## src/rtl/bdpc_pkg.sv

```systemverilog
// Shared constants for the button debounce and press classifier.
package bdpc_pkg;

    // Configuration register layout
    localparam int CFG_W      = 16;
    localparam int CFG_ADDR_W = 2;

    localparam logic [CFG_ADDR_W-1:0] REG_DEBOUNCE_TICKS   = 2'd0;
    localparam logic [CFG_ADDR_W-1:0] REG_SHORT_PRESS_MAX  = 2'd1;
    localparam logic [CFG_ADDR_W-1:0] REG_LONG_PRESS_TICKS = 2'd2;

    localparam logic [CFG_W-1:0] DEBOUNCE_TICKS_RST   = 16'd15;
    localparam logic [CFG_W-1:0] SHORT_PRESS_MAX_RST  = 16'd1000;
    localparam logic [CFG_W-1:0] LONG_PRESS_TICKS_RST = 16'd5000;

    // Default width of the settle and press timers
    localparam int TIMER_WIDTH_DEF = 16;

    // Stream widths: input carries the pin sample, output the level and four events
    localparam int S_TDATA_W = 8;
    localparam int M_TDATA_W = 8;

    // Output tdata bit positions
    localparam int OB_LEVEL   = 0;
    localparam int OB_PRESS   = 1;
    localparam int OB_SHORT   = 2;
    localparam int OB_RELEASE = 3;
    localparam int OB_LONG    = 4;

endpackage

```

## src/rtl/button_debounce_press_classifier.sv

```systemverilog
// Button debouncer with press, release, short-press and long-press classification.
// The result of each input transfer is registered in the output register.
// Throughput: one tick per clock; a stalled result holds s_tready low until taken.
// State update and classification are one combinational pass between state registers.
// Reset (aresetn low, synchronous): level released, timers cleared, hold disarmed,
// registers back to 15 / 1000 / 5000, no result pending.
module button_debounce_press_classifier #(
    parameter int TIMER_WIDTH = bdpc_pkg::TIMER_WIDTH_DEF
) (
    input  logic                              aclk,
    input  logic                              aresetn,
    // configuration
    input  logic                              cfg_wr_en,
    input  logic [bdpc_pkg::CFG_ADDR_W-1:0]   cfg_addr,
    input  logic [bdpc_pkg::CFG_W-1:0]        cfg_wr_data,
    // input ticks
    input  logic                              s_tvalid,
    output logic                              s_tready,
    input  logic [bdpc_pkg::S_TDATA_W-1:0]    s_tdata,  // [0] pin_level, [7:1] zero
    // results
    output logic                              m_tvalid,
    input  logic                              m_tready,
    // [0] debounced_level, [1] press_event, [2] short_press_event,
    // [3] release_event, [4] long_press_event, [7:5] zero
    output logic [bdpc_pkg::M_TDATA_W-1:0]    m_tdata
);

    localparam int CFG_W = bdpc_pkg::CFG_W;
    localparam int CMP_W = (TIMER_WIDTH > CFG_W) ? TIMER_WIDTH : CFG_W;

    // configuration registers
    logic [CFG_W-1:0] debounce_ticks_reg;
    logic [CFG_W-1:0] short_press_max_reg;
    logic [CFG_W-1:0] long_press_ticks_reg;

    // tick state
    logic                   raw_follow_reg,   raw_follow_next;
    logic                   settling_reg,     settling_next;
    logic [TIMER_WIDTH-1:0] settle_count_reg, settle_count_next;
    logic                   stable_level_reg, stable_level_next;
    logic [TIMER_WIDTH-1:0] press_count_reg,  press_count_next;
    logic                   hold_armed_reg,   hold_armed_next;

    // output stage
    logic                       m_tvalid_reg, m_tvalid_next;
    logic [bdpc_pkg::M_TDATA_W-1:0] m_tdata_reg, m_tdata_next;

    // combinational pass
    logic                   pin;
    logic                   in_xfer;
    logic                   raw_change;
    logic                   settling_a;
    logic [TIMER_WIDTH-1:0] settle_a;
    logic [TIMER_WIDTH-1:0] press_a;
    logic [TIMER_WIDTH-1:0] press_b;
    logic                   lvl_accept;
    logic                   fell;
    logic                   rose;
    logic                   hold_b;
    logic                   ev_short;
    logic                   ev_long;

    assign pin      = s_tdata[0];
    assign s_tready = !m_tvalid_reg || m_tready;
    assign in_xfer  = s_tvalid && s_tready;
    assign m_tvalid = m_tvalid_reg;
    assign m_tdata  = m_tdata_reg;

    always_ff @(posedge aclk) begin
        if (!aresetn) begin
            debounce_ticks_reg   <= bdpc_pkg::DEBOUNCE_TICKS_RST;
            short_press_max_reg  <= bdpc_pkg::SHORT_PRESS_MAX_RST;
            long_press_ticks_reg <= bdpc_pkg::LONG_PRESS_TICKS_RST;
        end else if (cfg_wr_en) begin
            case (cfg_addr)
                bdpc_pkg::REG_DEBOUNCE_TICKS:   debounce_ticks_reg   <= cfg_wr_data;
                bdpc_pkg::REG_SHORT_PRESS_MAX:  short_press_max_reg  <= cfg_wr_data;
                bdpc_pkg::REG_LONG_PRESS_TICKS: long_press_ticks_reg <= cfg_wr_data;
                default: ;
            endcase
        end
    end

    always_comb begin
        raw_change = (pin != raw_follow_reg);
        settling_a = raw_change || settling_reg;

        // settle timer restarts on a change, else counts while settling (saturating)
        if (raw_change) begin
            settle_a = '0;
        end else if (settling_reg && !(&settle_count_reg)) begin
            settle_a = settle_count_reg + TIMER_WIDTH'(1);
        end else begin
            settle_a = settle_count_reg;
        end

        press_a = (&press_count_reg) ? press_count_reg
                                     : press_count_reg + TIMER_WIDTH'(1);

        lvl_accept = settling_a && (CMP_W'(settle_a) >= CMP_W'(debounce_ticks_reg));
        fell       = lvl_accept && stable_level_reg && !pin;
        rose       = lvl_accept && !stable_level_reg && pin;

        press_b  = fell ? '0 : press_a;
        ev_short = rose && (CMP_W'(press_a) <= CMP_W'(short_press_max_reg));

        if (fell) begin
            hold_b = 1'b1;
        end else if (rose) begin
            hold_b = 1'b0;
        end else begin
            hold_b = hold_armed_reg;
        end
        ev_long = hold_b && (CMP_W'(press_b) > CMP_W'(long_press_ticks_reg));

        raw_follow_next   = raw_follow_reg;
        settling_next     = settling_reg;
        settle_count_next = settle_count_reg;
        stable_level_next = stable_level_reg;
        press_count_next  = press_count_reg;
        hold_armed_next   = hold_armed_reg;
        m_tdata_next      = m_tdata_reg;
        m_tvalid_next     = m_tvalid_reg && !m_tready;

        if (in_xfer) begin
            raw_follow_next   = pin;
            settling_next     = settling_a && !lvl_accept;
            settle_count_next = settle_a;
            stable_level_next = lvl_accept ? pin : stable_level_reg;
            press_count_next  = press_b;
            hold_armed_next   = hold_b && !ev_long;
            m_tvalid_next     = 1'b1;
            m_tdata_next                       = '0;
            m_tdata_next[bdpc_pkg::OB_LEVEL]   = lvl_accept ? pin : stable_level_reg;
            m_tdata_next[bdpc_pkg::OB_PRESS]   = fell;
            m_tdata_next[bdpc_pkg::OB_SHORT]   = ev_short;
            m_tdata_next[bdpc_pkg::OB_RELEASE] = rose;
            m_tdata_next[bdpc_pkg::OB_LONG]    = ev_long;
        end
    end

    always_ff @(posedge aclk) begin
        if (!aresetn) begin
            raw_follow_reg   <= 1'b1;
            settling_reg     <= 1'b0;
            settle_count_reg <= '0;
            stable_level_reg <= 1'b1;
            press_count_reg  <= '0;
            hold_armed_reg   <= 1'b0;
            m_tvalid_reg     <= 1'b0;
        end else begin
            raw_follow_reg   <= raw_follow_next;
            settling_reg     <= settling_next;
            settle_count_reg <= settle_count_next;
            stable_level_reg <= stable_level_next;
            press_count_reg  <= press_count_next;
            hold_armed_reg   <= hold_armed_next;
            m_tvalid_reg     <= m_tvalid_next;
        end
    end

    always_ff @(posedge aclk) begin
        m_tdata_reg <= m_tdata_next;
    end

`ifndef SYNTHESIS
    // a press event always leaves the level pressed, a release leaves it released
    a_press_level: assert property (@(posedge aclk) disable iff (!aresetn)
        m_tvalid_reg && m_tdata_reg[bdpc_pkg::OB_PRESS] |-> !m_tdata_reg[bdpc_pkg::OB_LEVEL])
        else $error("press event with released level");

    a_release_level: assert property (@(posedge aclk) disable iff (!aresetn)
        m_tvalid_reg && m_tdata_reg[bdpc_pkg::OB_RELEASE] |-> m_tdata_reg[bdpc_pkg::OB_LEVEL])
        else $error("release event with pressed level");

    // short press only comes with a release
    a_short_needs_release: assert property (@(posedge aclk) disable iff (!aresetn)
        m_tvalid_reg && m_tdata_reg[bdpc_pkg::OB_SHORT] |-> m_tdata_reg[bdpc_pkg::OB_RELEASE])
        else $error("short press without release");

    // release disarms hold detection
    a_release_disarms: assert property (@(posedge aclk) disable iff (!aresetn)
        in_xfer && rose |=> !hold_armed_reg)
        else $error("hold still armed after release");

    // the result register is held while the sink stalls
    a_result_held: assert property (@(posedge aclk) disable iff (!aresetn)
        m_tvalid_reg && !m_tready |=> m_tvalid_reg && $stable(m_tdata_reg))
        else $error("stalled result changed");
`endif

endmodule
```

## config.mk

```make
export PLATFORM = sky130hd
export DESIGN_NAME = button_debounce_press_classifier
export DESIGN_NICKNAME = d
export VERILOG_FILES = /design/src/rtl/bdpc_pkg.sv /design/src/rtl/button_debounce_press_classifier.sv
export SDC_FILE = /design/constraint.sdc
export NUM_CORES = 1
export LEC_CHECK = 0
export BUFFER_PORTS_ARGS = -buffer_cell sky130_fd_sc_hd__buf_2
export CAP_MARGIN = 20
export CORE_MARGIN = 2
export CORE_UTILIZATION = 59
export CTS_CLUSTER_DIAMETER = 120
export DETAILED_ROUTE_END_ITERATION = 16
export PLACE_DENSITY = 0.78
export SYNTH_ARGS = -nofsm -noshare
export SYNTH_HDL_FRONTEND = slang
export SYNTH_SLANG_ARGS = --single-unit
```

## constraint.sdc

```tcl
create_clock -name aclk -period 8.3 [get_ports aclk]
set_input_delay 2.49 -clock aclk [delete_from_list [all_inputs] [get_ports aclk]]
set_output_delay 2.49 -clock aclk [all_outputs]
set_load 0.01 [all_outputs]
```

==> results.toml <==
[drt]
first_iter_violations = 362
vias_per_cell = 6.05
detail_route.first_pass.iterations = 5
routed_wl_mm = 14.4
drt_drc_violations_left = 0
detail-route-antenna-nets = 0
wl_per_cell_um = 16.7
vias = 5233

[critical_path]
path_max_fanout = 26
worst_path_largest_cell_delay_ns = 0.68
critPathLaunchType = "input port"
crit_path_capture_type = "register"
worst-endpoint-arrival_ns = 6.86
criticalPathCategory = "input port to register"
worstPathCellList = "buf_2, xor2_1, buf_4, nor2_1, ha_1, nand4_1, nor3_1, a31o_2, nand2_1, inv_1, nor2_1, ha_1, nand4_1, or3_1, nor4_1, o211ai_1, o211ai_1"
worst-endpoint-required_ns = 8.58
cp_max_stage_cell = "sky130_fd_sc_hd__nor4_1"

[die]
rows = 35
die_w_um = 102
die_area_um2 = 10300
dieHeight_um = 102
starting_density = 0.607
placeableCoreArea_um2 = 9240
floorplan.io_pins = 41

[layout]
post_route_cells_drive_above_1_share = 0.0910
number_of_nets_at_the_end_of_the_flow = 812
final_core_util = 0.648
layout-area-overhead-vs-synth_pct = 6.67
fillCellCount = 813
n_antenna_cell = 0
most-common-layout-cells = "sky130_fd_sc_hd__nand2_1 (121), sky130_fd_sc_hd__dfxtp_1 (85), sky130_fd_sc_hd__a21oi_1 (73)"
layout_commonest_cell = "sky130_fd_sc_hd__nand2_1"
finalInstanceArea_um2 = 5980

[global_routing]
global_route.usage.total = 0.293
globalRouteOverflowTotal = 0
number_of_global_route_vias_before_repair = 4989
grt_first_pass_wirelength_mm = 23.7
grt_start_max_net_pins = 48
antenna_found_initial = 0

[placement]
place_hpwl_mm = 10.5
placer_congestion_estimate = 0.961
placedInstanceArea_um2 = 5790
io_buffers = 30

[timing]
final_hold_viol_count = 0
rsz0062_at_grt = "false"
report.final.slew_viol_count = 0
final.period_utilization = 0.793
report.final.setup_viol = 0
totalNegativeSetupSlack_ns = 0
fin_hold_ws_ns = 0.460
min_period_ns = 6.58
worst_max_slew_pin_slew_ns = 0.996
max_freq_mhz = 152
worst_clock_skew_ns = 0.0122
worst_slew_margin_rel = 0.333

[min_path]
min_path_type = "register to register"

[cts]
worst_skew_pair.late_latency_ns = 0.37
cts.repair_timing.setup_buffer_count = 0
htree_levels = 3
cts_tree = "yes"
cts_made_buffers = 9
root_buffer = "sky130_fd_sc_hd__clkbuf_8"
clkSinkCount = 90
cts.hold.buffers_added = 0
ctsResizeCount = 0
max-clock-path-buffers = 2
worst_setup_hold_path_clk_slew_ns = 0.10

[pwr]
total_power_uw = 858
intPower_uw = 598
clkPwrFrac = 0.350
p_leak_nw = 2.50
p_comb_frac = 0.119
p_sw_uw = 260
p_seq_frac = 0.531
ir_drop_worst_vdd_v = 0.000105
sw_frac = 0.303
power_per_cell_area_nw_per_um2 = 143

[synthesis]
syn-mean-instance-area_um2 = 7.80
synth_top_area_share = 0.303
synthFlopType = "sky130_fd_sc_hd__dfxtp_1"
synth_sequential_area_ratio = 0.330
synth_async_sr_flop_share = 0
synth-warning-count = 0
synth_area_um2 = 5610
synth_cells = 719
synth-edff-count = 5
synth_largest_area_cell = "sky130_fd_sc_hd__dfxtp_1"
postSynthRegisterBits = 90
netlist-cell-type-count = 70
synth_top_cells_by_area = "sky130_fd_sc_hd__dfxtp_1 (30%), sky130_fd_sc_hd__ha_1 (11%), sky130_fd_sc_hd__nand2_1 (8.1%)"

[job]
cap_viol_max_count = 0

[outcome]
run_status = "finished clean"
==> area by class of cell <==
type | instances | area [um2] | share of cell area
sequential | 90 | 1850 | 0.309
inverter | 66 | 248 | 0.0414
clock buffer | 9 | 124 | 0.0207
timing repair buffer | 36 | 195 | 0.0326
multi-input combinational | 528 | 3340 | 0.558
clock inverter | 7 | 67.6 | 0.0113
tap | 129 | 161 | 0.0270
==> cells in the mapped netlist (3+ instances only) <==
| library cell | n |
|---|---|
| sky130_fd_sc_hd__o22ai_1 | 4 |
| sky130_fd_sc_hd__nor2_1 | 34 |
| sky130_fd_sc_hd__o2111ai_1 | 3 |
| sky130_fd_sc_hd__and4_1 | 4 |
| sky130_fd_sc_hd__xor2_1 | 16 |
| sky130_fd_sc_hd__clkbuf_1 | 26 |
| sky130_fd_sc_hd__buf_4 | 3 |
| sky130_fd_sc_hd__and2_1 | 10 |
| sky130_fd_sc_hd__nand2b_1 | 3 |
| sky130_fd_sc_hd__o21ai_0 | 32 |
| sky130_fd_sc_hd__a21oi_1 | 73 |
| sky130_fd_sc_hd__dfxtp_1 | 85 |
| sky130_fd_sc_hd__o21a_1 | 3 |
| sky130_fd_sc_hd__o211ai_1 | 20 |
| sky130_fd_sc_hd__nor4_1 | 7 |
| sky130_fd_sc_hd__o21ai_1 | 6 |
| sky130_fd_sc_hd__or3_1 | 8 |
| sky130_fd_sc_hd__o31ai_1 | 6 |
| sky130_fd_sc_hd__edfxtp_1 | 5 |
| sky130_fd_sc_hd__nand3_1 | 32 |
| sky130_fd_sc_hd__ha_1 | 50 |
| sky130_fd_sc_hd__a21o_1 | 6 |
| sky130_fd_sc_hd__mux2i_1 | 3 |
| sky130_fd_sc_hd__inv_1 | 65 |
| sky130_fd_sc_hd__a211o_1 | 3 |
| sky130_fd_sc_hd__a31oi_1 | 5 |
| sky130_fd_sc_hd__buf_6 | 4 |
| sky130_fd_sc_hd__and3_1 | 7 |
| sky130_fd_sc_hd__or4_1 | 6 |
| sky130_fd_sc_hd__nand4_1 | 11 |
| sky130_fd_sc_hd__xnor2_1 | 7 |
| sky130_fd_sc_hd__nand2_1 | 121 |
| sky130_fd_sc_hd__nor3_1 | 9 |
==> kinds of logic (layout without fill, tap and decap cells) <==
family / after synthesis / after routing / share of synthesized area
and+or+nand+nor: 264 / 264 / 0.228
muxes: 4 / 4 / 0.00736
DFF: 90 / 90 / 0.330
adders and majority gates: 50 / 50 / 0.112
AOI/OAI and AO/OA: 183 / 183 / 0.206
xor gates and xnor gates: 24 / 24 / 0.0388
buffers and inverters: 103 / 118 / 0.0774
other: 1 / 3 / 0.000669
==> power by group through the flow <==
stage | registers [mW] | logic [mW] | clock network (mW)
4_1_cts | 0.455 | 0.101 | 0.304
6_report | 0.455 | 0.102 | 0.300
3_5_place_dp | 0.465 | 0.100 | 0
3_3_place_gp | 0.464 | 0.0975 | 0
5_1_grt | 0.457 | 0.114 | 0.318
2_1_floorplan | 0.464 | 0.0676 | 0
==> worst max-delay path: cells and delay by family <==
family	cells	cell delay (ns)
AND/OR/NAND/NOR	8	2.20
XOR/XNOR	1	0.16
buffers and inverters	3	0.75
AO/OA/AOI/OAI	3	0.63
adder cells (fa/ha/maj)	2	0.62
==> stage by stage <==
stage / setup slack, ns / instances
finish: 1.72 / 865
global route: 1.42 / 865
CTS: 1.88 / 865
detailed placement: 1.50 / 849
global placement: 1.52 / 849
floorplan: 1.76 / 721
==> per-layer routing <==
metal / vias to the layer above / GRT usage / part of all wire
li1: 2554 / - / -
met1: 2450 / 0.413 / 0.46
met3: 26 / 0.0345 / 0.062
met5: - / 0 / 0
met4: 0 / 0.111 / 0.019
met2: 203 / 0.462 / 0.46
==> path summary, 6_finish.rpt <==
| check | from | to | slack, ns | depth (start not counted) |
|---|---|---|---|---|
| worst min-delay path | debounce_ticks_reg[12] | debounce_ticks_reg[12] | 0.46 | 2 |
| worst min register to register | debounce_ticks_reg[12] | debounce_ticks_reg[12] | 0.46 | 2 |
| worst max-delay path | s_tdata[0] | hold_armed_reg | 1.72 | 17 |
| worst max register to register | settle_count_reg[0] | hold_armed_reg | 2.63 | 19 |
(Power assumes the default switching activity.)
